### src/design/pspc_pkg.sv
package pspc_pkg;

  // Configuration register indexes
  localparam int unsigned CFG_IDX_W = 1;
  localparam logic [CFG_IDX_W-1:0] REG_SPAN_LIMIT_X = 1'd0;
  localparam logic [CFG_IDX_W-1:0] REG_SPAN_LIMIT_Y = 1'd1;

  // Field widths
  localparam int unsigned COORD_W = 11;
  localparam int unsigned STATUS_W = 2;

  // Register reset values
  localparam logic [COORD_W-1:0] SPAN_LIMIT_X_RST = 11'd1023;
  localparam logic [COORD_W-1:0] SPAN_LIMIT_Y_RST = 11'd511;

  // Bounds reload values at each command word
  localparam logic signed [COORD_W-1:0] COORD_MAX = 11'sh3FF;
  localparam logic signed [COORD_W-1:0] COORD_MIN = 11'sh400;

  // Result status codes
  localparam logic [STATUS_W-1:0] STATUS_NOT_POLY = 2'd0;
  localparam logic [STATUS_W-1:0] STATUS_CHECKED  = 2'd1;
  localparam logic [STATUS_W-1:0] STATUS_SHORT    = 2'd2;

  // Polygon opcode range and flag bits
  localparam logic [7:0] OP_POLY_FIRST = 8'h20;
  localparam logic [7:0] OP_POLY_LAST  = 8'h3F;
  localparam int unsigned OP_BIT_TEX  = 2;
  localparam int unsigned OP_BIT_QUAD = 3;
  localparam int unsigned OP_BIT_GOUR = 4;

  // Decoded polygon command
  typedef struct packed {
    logic gour;
    logic tex;
    logic quad;
    logic poly;
  } poly_flags_t;

  // Work handed from the parser to the bounds unit
  typedef struct packed {
    logic                       clear;
    logic                       vertex;
    logic                       last;
    logic [STATUS_W-1:0]        status;
    logic signed [COORD_W-1:0]  x;
    logic signed [COORD_W-1:0]  y;
  } pspc_job_t;

  // One result
  typedef struct packed {
    logic                exceeds;
    logic [STATUS_W-1:0] status;
  } pspc_res_t;

endpackage

### src/design/pspc_fifo.sv
module pspc_fifo #(
  parameter int unsigned WIDTH = 8,
  parameter int unsigned DEPTH = 2
) (
  input  logic             clk_i,
  input  logic             rst_ni,
  input  logic             push_i,
  input  logic [WIDTH-1:0] data_i,
  output logic             full_o,
  input  logic             pop_i,
  output logic [WIDTH-1:0] data_o,
  output logic             empty_o
);

  localparam int unsigned PTR_W = (DEPTH > 1) ? $clog2(DEPTH) : 1;
  localparam int unsigned CNT_W = $clog2(DEPTH + 1);

  logic [WIDTH-1:0] mem_q [DEPTH];
  logic [PTR_W-1:0] wr_ptr_q, wr_ptr_d;
  logic [PTR_W-1:0] rd_ptr_q, rd_ptr_d;
  logic [CNT_W-1:0] count_q, count_d;
  logic             do_push, do_pop;

  assign full_o  = (count_q == CNT_W'(DEPTH));
  assign empty_o = (count_q == '0);
  assign do_push = push_i && !full_o;
  assign do_pop  = pop_i && !empty_o;
  assign data_o  = mem_q[rd_ptr_q];

  // Pointer and fill count update
  always_comb begin
    wr_ptr_d = wr_ptr_q;
    rd_ptr_d = rd_ptr_q;
    count_d  = count_q;
    if (do_push) begin
      wr_ptr_d = (wr_ptr_q == PTR_W'(DEPTH - 1)) ? '0 : wr_ptr_q + 1'b1;
    end
    if (do_pop) begin
      rd_ptr_d = (rd_ptr_q == PTR_W'(DEPTH - 1)) ? '0 : rd_ptr_q + 1'b1;
    end
    if (do_push && !do_pop) begin
      count_d = count_q + 1'b1;
    end else if (do_pop && !do_push) begin
      count_d = count_q - 1'b1;
    end
  end

  always_ff @(posedge clk_i or negedge rst_ni) begin
    if (!rst_ni) begin
      wr_ptr_q <= '0;
      rd_ptr_q <= '0;
      count_q  <= '0;
    end else begin
      wr_ptr_q <= wr_ptr_d;
      rd_ptr_q <= rd_ptr_d;
      count_q  <= count_d;
    end
  end

  // Entry storage
  always_ff @(posedge clk_i) begin
    if (do_push) begin
      mem_q[wr_ptr_q] <= data_i;
    end
  end

endmodule

### src/design/pspc_front.sv
module pspc_front (
  input  logic                clk_i,
  input  logic                rst_ni,
  input  logic                take_i,
  input  logic [31:0]         word_i,
  input  logic                last_i,
  output pspc_pkg::pspc_job_t job_o
);

  import pspc_pkg::*;

  logic        at_start_q, at_start_d;
  poly_flags_t flags_q, flags_d;
  logic [2:0]  vseen_q, vseen_d;
  logic [1:0]  skip_q, skip_d;
  logic [7:0]  opcode;
  logic [2:0]  needed;

  assign opcode = word_i[31:24];
  assign needed = flags_d.quad ? 3'd4 : 3'd3;

  // Word classification and parser state
  always_comb begin
    flags_d      = flags_q;
    vseen_d      = vseen_q;
    skip_d       = skip_q;
    job_o.clear  = 1'b0;
    job_o.vertex = 1'b0;
    job_o.last   = last_i;
    job_o.x      = word_i[COORD_W-1:0];
    job_o.y      = word_i[16 +: COORD_W];
    if (at_start_q) begin
      // command word: decode opcode, reload bounds
      flags_d = '0;
      if (opcode inside {[OP_POLY_FIRST:OP_POLY_LAST]}) begin
        flags_d.poly = 1'b1;
        flags_d.quad = opcode[OP_BIT_QUAD];
        flags_d.tex  = opcode[OP_BIT_TEX];
        flags_d.gour = opcode[OP_BIT_GOUR];
      end
      vseen_d     = '0;
      skip_d      = '0;
      job_o.clear = 1'b1;
    end else if (flags_q.poly && (vseen_q < (flags_q.quad ? 3'd4 : 3'd3))) begin
      if (skip_q == '0) begin
        job_o.vertex = 1'b1;
        vseen_d      = vseen_q + 3'd1;
        skip_d       = {1'b0, flags_q.tex} + {1'b0, flags_q.gour};
      end else begin
        skip_d = skip_q - 2'd1;
      end
    end
    // status only matters on the last word
    if (!flags_d.poly) begin
      job_o.status = STATUS_NOT_POLY;
    end else if (vseen_d < needed) begin
      job_o.status = STATUS_SHORT;
    end else begin
      job_o.status = STATUS_CHECKED;
    end
  end

  always_ff @(posedge clk_i or negedge rst_ni) begin
    if (!rst_ni) begin
      at_start_q <= 1'b1;
      flags_q    <= '0;
      vseen_q    <= '0;
      skip_q     <= '0;
    end else if (take_i) begin
      at_start_q <= last_i;
      flags_q    <= flags_d;
      vseen_q    <= vseen_d;
      skip_q     <= skip_d;
    end
  end

endmodule

### src/design/pspc_back.sv
module pspc_back (
  input  logic                clk_i,
  input  logic                rst_ni,
  input  logic                job_valid_i,
  input  pspc_pkg::pspc_job_t job_i,
  output logic                job_pop_o,
  input  logic [10:0]         span_limit_x_i,
  input  logic [10:0]         span_limit_y_i,
  input  logic                res_full_i,
  output logic                res_push_o,
  output pspc_pkg::pspc_res_t res_o
);

  import pspc_pkg::*;

  logic signed [COORD_W-1:0] least_x_q, least_x_d;
  logic signed [COORD_W-1:0] least_y_q, least_y_d;
  logic signed [COORD_W-1:0] great_x_q, great_x_d;
  logic signed [COORD_W-1:0] great_y_q, great_y_d;
  logic signed [COORD_W:0]   span_x, span_y;
  logic                      over;

  // Consume a job whenever the result queue has room
  assign job_pop_o  = job_valid_i && !res_full_i;
  assign res_push_o = job_pop_o && job_i.last;

  // Bounds update
  always_comb begin
    least_x_d = least_x_q;
    least_y_d = least_y_q;
    great_x_d = great_x_q;
    great_y_d = great_y_q;
    if (job_i.clear) begin
      least_x_d = COORD_MAX;
      least_y_d = COORD_MAX;
      great_x_d = COORD_MIN;
      great_y_d = COORD_MIN;
    end else if (job_i.vertex) begin
      if (job_i.x < least_x_q) least_x_d = job_i.x;
      if (job_i.y < least_y_q) least_y_d = job_i.y;
      if (job_i.x > great_x_q) great_x_d = job_i.x;
      if (job_i.y > great_y_q) great_y_d = job_i.y;
    end
  end

  // Span check against the limits
  always_comb begin
    span_x = {great_x_d[COORD_W-1], great_x_d} - {least_x_d[COORD_W-1], least_x_d};
    span_y = {great_y_d[COORD_W-1], great_y_d} - {least_y_d[COORD_W-1], least_y_d};
    over   = (span_x > $signed({1'b0, span_limit_x_i}))
          || (span_y > $signed({1'b0, span_limit_y_i}));
    res_o.status  = job_i.status;
    res_o.exceeds = (job_i.status == STATUS_CHECKED) && over;
  end

  always_ff @(posedge clk_i or negedge rst_ni) begin
    if (!rst_ni) begin
      least_x_q <= COORD_MAX;
      least_y_q <= COORD_MAX;
      great_x_q <= COORD_MIN;
      great_y_q <= COORD_MIN;
    end else if (job_pop_o) begin
      least_x_q <= least_x_d;
      least_y_q <= least_y_d;
      great_x_q <= great_x_d;
      great_y_q <= great_y_d;
    end
  end

endmodule

### src/design/polygon_packet_span_check.sv
// Polygon packet span check.
// Input channel: one 32-bit packet word per transfer on word_i with last_i
// marking the final word; a transfer happens when push is high and full low.
// Result channel: one result per packet (exceeds_o, status_o), available
// while empty is low and taken when pop is high.
// Configuration: cfg_we_i writes register cfg_idx_i (0 x, 1 y span limit)
// from cfg_data_i at the clock edge. Write only while idle; not enforced.
// Throughput: one word per cycle while full is low. The parser classifies
// each word as it is taken and queues it; the bounds unit folds one queued
// word per cycle while the result queue is not full. The result of a packet
// is registered in the job queue after its last word is taken; the bounds
// unit then writes it into the result queue directly, where it is popped.
// When the receiver stalls, the result queue fills, then the job queue, and
// full rises; no word or result is dropped.
// Reset (rst_ni low, asynchronous) empties both queues, restores the
// limits to 1023 and 511, and expects a command word next.
module polygon_packet_span_check #(
  parameter int unsigned JOB_DEPTH = 2,
  parameter int unsigned RES_DEPTH = 2
) (
  input  logic                               clk_i,
  input  logic                               rst_ni,
  input  logic                               push,
  output logic                               full,
  input  logic [31:0]                        word_i,
  input  logic                               last_i,
  output logic                               empty,
  input  logic                               pop,
  output logic                               exceeds_o,
  output logic [1:0]                         status_o,
  input  logic                               cfg_we_i,
  input  logic [pspc_pkg::CFG_IDX_W-1:0]     cfg_idx_i,
  input  logic [10:0]                        cfg_data_i
);

  import pspc_pkg::*;

  logic [COORD_W-1:0] span_limit_x_q, span_limit_y_q;
  logic               take;
  pspc_job_t          job_in, job_out;
  logic               job_empty, job_pop;
  pspc_res_t          res_in, res_out;
  logic               res_full, res_push;

  assign take = push && !full;

  // Configuration registers
  always_ff @(posedge clk_i or negedge rst_ni) begin
    if (!rst_ni) begin
      span_limit_x_q <= SPAN_LIMIT_X_RST;
      span_limit_y_q <= SPAN_LIMIT_Y_RST;
    end else if (cfg_we_i) begin
      case (cfg_idx_i)
        REG_SPAN_LIMIT_X: span_limit_x_q <= cfg_data_i;
        REG_SPAN_LIMIT_Y: span_limit_y_q <= cfg_data_i;
        default: ;
      endcase
    end
  end

  // Parser
  pspc_front u_front (
    .clk_i  (clk_i),
    .rst_ni (rst_ni),
    .take_i (take),
    .word_i (word_i),
    .last_i (last_i),
    .job_o  (job_in)
  );

  // Job queue between parser and bounds unit
  pspc_fifo #(
    .WIDTH ($bits(pspc_job_t)),
    .DEPTH (JOB_DEPTH)
  ) u_job_fifo (
    .clk_i   (clk_i),
    .rst_ni  (rst_ni),
    .push_i  (push),
    .data_i  (job_in),
    .full_o  (full),
    .pop_i   (job_pop),
    .data_o  (job_out),
    .empty_o (job_empty)
  );

  // Bounds tracking and span compare
  pspc_back u_back (
    .clk_i          (clk_i),
    .rst_ni         (rst_ni),
    .job_valid_i    (!job_empty),
    .job_i          (job_out),
    .job_pop_o      (job_pop),
    .span_limit_x_i (span_limit_x_q),
    .span_limit_y_i (span_limit_y_q),
    .res_full_i     (res_full),
    .res_push_o     (res_push),
    .res_o          (res_in)
  );

  // Result queue
  pspc_fifo #(
    .WIDTH ($bits(pspc_res_t)),
    .DEPTH (RES_DEPTH)
  ) u_res_fifo (
    .clk_i   (clk_i),
    .rst_ni  (rst_ni),
    .push_i  (res_push),
    .data_i  (res_in),
    .full_o  (res_full),
    .pop_i   (pop),
    .data_o  (res_out),
    .empty_o (empty)
  );

  assign exceeds_o = res_out.exceeds;
  assign status_o  = res_out.status;

  // Only a checked polygon can report an exceeded span
  a_exceeds_only_checked: assert property (@(posedge clk_i) disable iff (!rst_ni)
    !empty && exceeds_o |-> status_o == STATUS_CHECKED)
    else $error("span exceeded reported without a polygon check");

  // A packet end taken into idle queues shows up in the result queue
  a_result_latency: assert property (@(posedge clk_i) disable iff (!rst_ni)
    take && last_i && job_empty && empty |=> ##1 !empty)
    else $error("packet result did not appear in time");

  // The bounds unit never consumes a job it cannot place a result for
  a_no_result_overflow: assert property (@(posedge clk_i) disable iff (!rst_ni)
    res_full && !pop |=> !res_push || res_full && $past(res_full))
    else $error("result queue overflow");

endmodule
### config.mk
export PLATFORM = sky130hd
export DESIGN_NAME = polygon_packet_span_check
export DESIGN_NICKNAME = d
export VERILOG_FILES = /design/src/design/pspc_pkg.sv /design/src/design/pspc_fifo.sv /design/src/design/pspc_front.sv /design/src/design/pspc_back.sv /design/src/design/polygon_packet_span_check.sv
export SDC_FILE = /design/constraint.sdc
export NUM_CORES = 1
export LEC_CHECK = 0
export BUFFER_PORTS_ARGS = -buffer_cell sky130_fd_sc_hd__buf_2
export CAP_MARGIN = 40
export CORE_MARGIN = 2
export CORE_UTILIZATION = 56
export DETAILED_ROUTE_END_ITERATION = 10
export PLACE_DENSITY = 0.77
export RECOVER_POWER = 100
export SYNTH_ARGS = -nofsm -noshare
export SYNTH_HDL_FRONTEND = slang
export SYNTH_SLANG_ARGS = --single-unit
### constraint.sdc
create_clock -name clk_i -period 7.4 [get_ports clk_i]
set_input_delay 0.74 -clock clk_i [delete_from_list [all_inputs] [get_ports clk_i]]
set_output_delay 0.74 -clock clk_i [all_outputs]
set_load 0.005 [all_outputs]
# == Yosys cells after proc, flatten, opt, wreduce, memory -nomap -nowiden ==
# Memory sizes are Yosys's and may differ from the RTL's.
# Index checks and enable logic that the tools add are counted.
# word_totals
memories,2
elab_cells,120
regBits,84
ramBits,60
# op_classes
add_sub_neg,13
muxes,40
magnitude_cmp,10
reduce_logical,32
eq_ne,3
bitwise_logic,1
# mem_list
memory,depth,word_bits,rd,rd_ports_with_merged_regs,wr,line,source
u_job_fifo.mem_q,2,27,1,0,1,pspc_fifo.sv:18,logic [WIDTH-1:0] mem_q [DEPTH];
u_res_fifo.mem_q,2,3,1,0,1,pspc_fifo.sv:18,
# ops
operator,count
$mux W11,12
$gt A12 B12 Y1,2
$sub A11 B11 Y12,2
$gt A11 B11 Y1,2
$lt A11 B11 Y1,2
$mux W2,10
$mux W3,5
$logic_and A1 B1 Y1,13
$mux W1,12
$ge A8 B6 Y1 const B,1
$le A8 B6 Y1 const B,1
$logic_not A1 Y1,8
$reduce_and A2 Y1,4
$logic_not A2 Y1,3
$lt A3 B3 Y1,2
$reduce_bool A2 Y1,3
$sub A2 B1 Y2 const B,3
$add A1 B1 Y1 const B,4
$add A2 B1 Y2 const B,2
$eq A2 B2 Y1 const B,2
$mux W4,1
$add A3 B1 Y3 const B,1
$add A1 B1 Y2,1
$eq A2 B1 Y1 const B,1
other kinds (2),2

# == Longest topological paths before layout ==
# Gate-level depths: netlist of the first run.
# depth
depth_word,9
ltp_mapped,33

# == By module ==
# A second synthesis of the first run with hierarchy kept.
# hier_totals
hier_cells,1004
hier_area_um2,10057.1
# modules_own_cells
mod,area_per_inst_um2,instances,cells_per_inst
pspc_back,5494.0,1,714
pspc_fifo at u_job_fifo,2244.7,1,103
pspc_front,958.4,1,109
polygon_packet_span_check,949.7,1,50
pspc_fifo at u_res_fifo,410.4,1,28

# == Least setup slack after synthesis of the first run ==
# OpenSTA, ideal clock, no wires.
# synth_path
path_type,reg-to-reg
startpoint,register u_job_fifo.rd_ptr_q
endpoint,"memory u_res_fifo.mem_q[0][2] in the netlist's numbering, data pin"
stages_incl_launch_ff,32
path_slack_ps,254
synth_period_minus_slack_ps,7146
path_buffers,6
t_required_ps,7120
arrival_time_ps,6866
path_cell_list,dfrtp_1 buf_6 clkbuf_1 buf_1 mux2_2 ha_1 nand4_1 o22ai_1 or4b_2 a221oi_4 buf_6 buf_4 clkbuf_1 o21ai_0 nand2_1 ha_1 inv_1 ha_1 a41o_1 a41oi_1 xnor2_1 ha_1 o21a_1 o21a_1 o21a_1 o21a_1 o21a_1 o21a_1 o21a_1 o21a_1 o311ai_0 o211ai_1
# synth_rtl
element,line,source
from (decl),pspc_fifo.sv:20,"logic [PTR_W-1:0] rd_ptr_q, rd_ptr_d;"
from (signal assigned),pspc_fifo.sv:55,rd_ptr_q <= rd_ptr_d;
to (decl),pspc_fifo.sv:18,

==> results of run 1 <==
## stage by stage
stage / hold WS, ns / instance area (µm²)
after floorplan: 0.444 / 9400
after global placement: 0.453 / 9920
after detailed placement: 0.462 / 9930
after CTS: 0.280 / 10500
after global routing: 0.486 / 10400
final: 0.467 / 10400
## worst reg2reg max path, stage by stage, from the launching register on
cell and delay (ns):
dfrtp_1 0.58, clkbuf_1 0.56, mux2i_1 0.52, inv_1 0.12
ha_1 0.37, and3_1 0.23, and3_1 0.21, a221o_1 0.37
or3b_1 0.48, nand2_1 0.32, nand2_1 0.09, o211ai_1 0.12
ha_1 0.25, inv_1 0.06, ha_1 0.20, nor2_1 0.14
xnor2_1 0.21, ha_1 0.31, o21a_1 0.11, o21a_1 0.16
o21a_1 0.17, o21a_1 0.16, o21a_1 0.16, o21a_1 0.15
o21ai_0 0.17, a21oi_1 0.12, o41ai_2 0.10, o211ai_1 0.20
## layout make-up
cell class / instances / area (µm²)
Clock buffer: 19 / 453
Clock inverter: 13 / 113
Fill cell: 1352 / 6100
Inverter: 92 / 345
Multi-Input combinational cell: 692 / 4950
Sequential cell: 144 / 3960
Tap cell: 220 / 275
Timing Repair Buffer: 68 / 335
## Yosys cell counts, types with 3 or more instances
cell type,n,area (µm²)
nand2b_1,4,25.0
o22a_1,4,35.0
o31ai_1,16,120
dfstp_2,42,1100
nand3_1,18,90.1
a211o_1,4,35.0
buf_2,3,15.0
nor3b_1,3,22.5
o211ai_1,13,97.6
o21a_1,23,173
nor2_1,86,323
edfxtp_1,60,1800
o21ai_0,63,315
and2_1,6,37.5
a31oi_1,8,50.1
mux2i_1,25,250
nor2b_1,3,18.8
xnor2_1,29,254
mux2_2,26,293
and4_1,4,35.0
nand2_1,99,372
a22o_1,3,26.3
nand3b_1,3,22.5
ha_1,92,1150
a21oi_1,38,190
a21boi_0,3,22.5
a32o_1,5,50.1
inv_1,91,342
and3_1,4,25.0
nor3_1,16,80.1
a211oi_1,15,113
nand4_1,7,43.8
a21o_1,8,60.1
clkbuf_1,26,97.6
xor2_1,9,78.8
dfrtp_1,42,1050
## layer usage
| layer | routed length [µm] | up-vias |
|---|---|---|
| met5 | 0 | - |
| met4 | 261 | 0 |
| met3 | 734 | 19 |
| met2 | 10200 | 141 |
| met1 | 9260 | 3419 |
| li1 | - | 3589 |
## sequential cells by signal, indices dropped and copies added (netlist names), 3 cells and up
name and flops:
u_job_fifo.mem_q 54, span_limit_x_q 11, span_limit_y_q 11, u_back.great_x_q 11, u_back.great_y_q 11, u_back.least_x_q 11
u_back.least_y_q 11, u_res_fifo.mem_q 6, u_front.flags_q 4, u_front.vseen_q 3
## cells by family (layout without fill, tap and decap cells)
group,Yosys count,in the layout,share of synthesized area [%]
AO/OA/AOI/OAI,242,242,18.1
XOR/XNOR,38,38,3.54
adder cells (fa/ha/maj),93,93,12.4
buffers and inverters,126,192,5.27
flip-flops,144,144,42.1
multiplexers,51,51,5.78
AND/OR/NAND/NOR,268,268,12.8
## where the power goes
group	internal [mW]	total [mW]	switching [mW]	leakage, nW
registers	1.15	1.30	0.148	1.55
clock network	0.458	0.818	0.360	0.277
logic	1.32	3.31	1.99	2.73
total	2.94	5.43	2.49	4.56
## final timing paths
check | startpoint | to | depth (start not counted)
hold / removal | u_back.least_y_q[0] | u_back.least_y_q[0] | 2
min in group asynchronous | rst_ni | u_front.vseen_q[0] | 1
setup / recovery | u_job_fifo.rd_ptr_q | u_res_fifo.mem_q[0][2] | 27
setup reg to reg | u_job_fifo.rd_ptr_q | u_res_fifo.mem_q[0][2] | 27
hold reg to reg | u_back.least_y_q[0] | u_back.least_y_q[0] | 2
max in group asynchronous | rst_ni | u_back.great_y_q[1] | 2
==> metrics, run 1 <==
outcome=complete, but fails checks; failing checks=capacitance limit, slew limit; worst-skew pair later-pin latency=0.43 ns; WS Path Type=flip-flop to flip-flop; post-layout net count=approximately 1,200; CP required=7.54 ns; die boundary width=134 µm; Slowest-stage cell, CP=dfrtp_1; Post-synth ARST share=58.3%; slack of the worst reg-to-reg path=0.47 ns; Max Clock Freq=144 MHz; Initial Util=about 57%; number of antenna violations at the first check in global routing=0; via count=7,168; CP endpoint kind=flip-flop; post-DP HPWL=15,200 µm; DRT Pass-1 Iters=5; cell area power density=521 nW/µm²; vias in the first global route=7,200; most common cell after layout, fill and taps aside=nand2_1; root buf cell=clkbuf_16; port buffer count=49; Clock Sink Count=144; register bit total from synthesis=about 140; Max Cap Violations=3; Place WS=roughly 0.65 ns; total power=5.43 mW; WP data arrival=7.07 ns; DRT iter0 DRCs=approximately 440; synth warn=0; n_diodes=0; Net Count, Synth=between 1,000 and 1,500; CTS tree=built; Buffers & Inverters on Critical Path=3; Most used DFF post-synth=edfxtp_1; dpl cells=about 1,200; Synth Area per Inst=9.77 µm²; Final WS setup=0.471 ns; non-filler cells, final=1,248; Max Slew Vio Count=158; peak supply drop=275 µV; HP Class=flip-flop to flip-flop; largest net degree at the start of global routing=71; Post-CTS Setup Repair Bufs=0; # rows=47; Num CTS Buffers=17; Unique masters post-synth=77; final core utilization=between 60% and 70%; M3 GR Usage=4.45%; Crit Path Max Fanout=10; fin crit share=93.6%; global placement routability congestion=between 0.9 and 1; Routed Wire Length=20,400 µm; final setup skew=around 0.011 ns; min Tclk post-route=roughly 7 ns; number of synthesized flops with an enable pin=60; Hold-fix buffers, CTS=0; Max stage delay on crit path=0.58 ns; endpoints failing setup=0; I/O pin cnt=55; synthesis-to-finish area growth=10.9%; via/cell ratio=5.74; DRC errors left=0; Leak=between 4 and 5 nW; gr busiest metal=met2; Tot GR Track Use=24.3%; grt total ovfl=0; met2 Use GR=about two fifths; Syn Std Cell Area=9400 µm²; Core Region=16,500 µm²; crit-path leading delay family=compound AO/OA/AOI/OAI gates; quantity of gates resized following cts=0; Die ar.=17,800 µm²; Critical Path Source Type=flip-flop; first-pass GRT wire length=34,700 µm; Worst Tran Pin Value=2.94 ns; DRT antenna net count=0; sequential area share after synthesis=42.1%; Setup TNS=0 ns; headroom to the max-slew limit=-96.0%; share of post-route cells with drive strength above 1=approximately 16%; most frequent CP cell=o21a_1; most frequent cells in the layout=100 x nand2_1, 92 x inv_1, 92 x ha_1, 86 x nor2_1, 64 x o21ai_0; Final Hold Vio Count=0; htree depth=4; Routed WL per cell=16.4 µm; clk slew on worst S/H paths=0.06 ns; RSZ-0062 raised after global routing=no; DIE HEIGHT=134 µm; CTS Buffer Depth=2; met1 usage=31.6%; cells after synthesis=962
(Power assumes the default switching activity.)
==> inputs of run 2 (changes only) <==
CTS_BUF_LIST = sky130_fd_sc_hd__clkbuf_8   (was unset)
==> metrics, run 2 (synthesis results as in run 1) <==
Final WS setup=between 0.4 and 0.5 ns; hold path cells=1; Worst R2R End=u_res_fifo.mem_q[0][2]; Place WS=0.651 ns; WP data arrival=around 7.1 ns; Largest register FFs=54; post-layout net count=around 1,200; Hold Path End=u_job_fifo.mem_q[1][18]; clock share of power=11.5%; Largest Register=u_job_fifo.mem_q; Crit Path Max Fanout=10; Num CTS Buffers=17; Core Region=16,500 µm²; largest net degree at the start of global routing=71; DRT iter0 DRCs=452; DRT met1 WL=just over 9000 µm; Clock Sink Count=around 140; root buf cell=clkbuf_8; cell area power density=508 nW/µm²; via/cell ratio=~5.7; path depth of the worst reg2reg path=26; Die ar.=17,800 µm²; Setup TNS=0 ns; htree depth=4; CTS tree=built; n_diodes=0; clk slew on worst S/H paths=0.09 ns; # rows=47; most frequent cells in the layout=100 x nand2_1, 92 x inv_1, 92 x ha_1, 86 x nor2_1, 63 x o21ai_0; final setup skew=approximately 0.014 ns; Routed Wire Length=just over 20,000 µm; post-DP HPWL=around 15,000 µm; Comb power frac=63.5%; endpoints failing setup=0; HP Class=input port to flip-flop; Worst Tran Pin Value=2.98 ns; number of antenna violations at the first check in global routing=0; Max Clock Freq=about 140 MHz; Flop pwr share=25.0%; first-pass GRT wire length=approximately 34,000 µm; Critical Path Source Type=flip-flop; DIE HEIGHT=between 100 and 150 µm; Max Slew Vio Count=158; synthesis-to-finish area growth=8.81%; P_sw=2.46 mW; HP Start=word_i[7]; via count=7,150; CP endpoint kind=flip-flop; Leak=around 4.5 nW; slack of the worst reg-to-reg path=0.48 ns; port buffer count=49; I/O pin cnt=55; Final Hold Vio Count=0; share of post-route cells with drive strength above 1=15.6%; fill cell count=1,392; Hold-fix buffers, CTS=0; die boundary width=134 µm; Post-CTS Setup Repair Bufs=0; failing checks=capacitance limit, slew limit; reg2reg start=u_job_fifo.rd_ptr_q; total power=5.20 mW; min Tclk post-route=6.92 ns; DRT antenna net count=0; Max Cap Violations=3; quantity of gates resized following cts=0; DR top layer=met4; WL met2=10,100 µm; headroom to the max-slew limit=-98.4%; WS Path Type=flip-flop to flip-flop; vias in the first global route=7,205; Routed WL per cell=16.2 µm; RSZ-0062 raised after global routing=no; worst-skew pair later-pin latency=0.47 ns; WL met3=725 µm; Critical Path Source=u_job_fifo.rd_ptr_q; Initial Util=56.9%; DRC errors left=0; peak supply drop=346 µV; global placement routability congestion=0.918; fraction of power spent switching nets=47.4%; CTS Buffer Depth=2; most common cell after layout, fill and taps aside=nand2_1; DRT Pass-1 Iters=6; grt total ovfl=0; CP required=7.58 ns; outcome=complete, but fails checks; Tot GR Track Use=24.2%; fin crit share=93.5%; Int Power=between 2 and 3 mW
==> run 2: worst max-delay path, cell delays in order, from the launching register on <==
cell and delay (ns):
dfrtp_1 0.57, clkbuf_1 0.55, mux2i_1 0.52, inv_1 0.12, ha_1 0.38, nand4_1 0.14, o31a_1 0.34, or4_1 0.59
o21ai_2 0.24, mux2i_1 0.28, mux2i_1 0.12, or2_2 0.31, nor2_1 0.11, ha_1 0.19, nor2_1 0.07, xnor2_1 0.29
ha_1 0.31, o21a_1 0.11, o21a_1 0.16, o21a_1 0.16, o21a_1 0.16, o21a_1 0.16, o21a_1 0.15, o21ai_0 0.17
a21oi_1 0.11, o41ai_2 0.08, o211ai_1 0.19
==> run 2: how the worst max path moves through the flow <==
stage	end	slack [ns]
after detailed placement	u_res_fifo.mem_q[1][2]	0.65
after CTS	u_res_fifo.mem_q[0][2]	0.62
after global routing	u_res_fifo.mem_q[0][2]	0.07
after floorplan	u_res_fifo.mem_q[0][2]	0.25
final	u_res_fifo.mem_q[0][2]	0.48
after global placement	u_res_fifo.mem_q[0][2]	0.78
==> run 2: per-layer routing <==
metal | vias up | track usage (%)
met2 | 122 | 41.6
met5 | - | 0
met1 | 3433 | 30.9
li1 | 3578 | -
met4 | 0 | 6.68
met3 | 17 | 5.10
==> run 2: metrics by stage <==
| step | hold WS, ns | cells | utilization, % | area, µm² |
|---|---|---|---|---|
| after detailed placement | 0.462 | 1216 | 60.1 | 9930 |
| final | 0.457 | 1248 | 61.9 | 10200 |
| after floorplan | 0.444 | 962 | - | 9400 |
| after CTS | 0.226 | 1248 | 62.3 | 10300 |
| after global routing | 0.434 | 1248 | 61.9 | 10200 |
| after global placement | 0.453 | 1215 | 60.0 | 9920 |
==> run 2: cell type report <==
cell class | instances | area, µm² | area share [%]
Tap cell | 220 | 275 | 2.69
Inverter | 92 | 345 | 3.38
Clock inverter | 13 | 113 | 1.10
Multi-Input combinational cell | 692 | 4950 | 48.4
Timing Repair Buffer | 68 | 332 | 3.24
Sequential cell | 144 | 3960 | 38.7
Clock buffer | 19 | 262 | 2.56
==> run 2: power by group through the flow <==
stage / Clock (mW) / Combinational [mW] / Sequential [mW]
floorplan: 0 / 2.53 / 1.26
global placement: 0 / 3.21 / 1.30
detailed placement: 0 / 3.29 / 1.31
CTS: 0.607 / 3.32 / 1.29
global route: 0.642 / 3.72 / 1.33
finish: 0.596 / 3.30 / 1.30
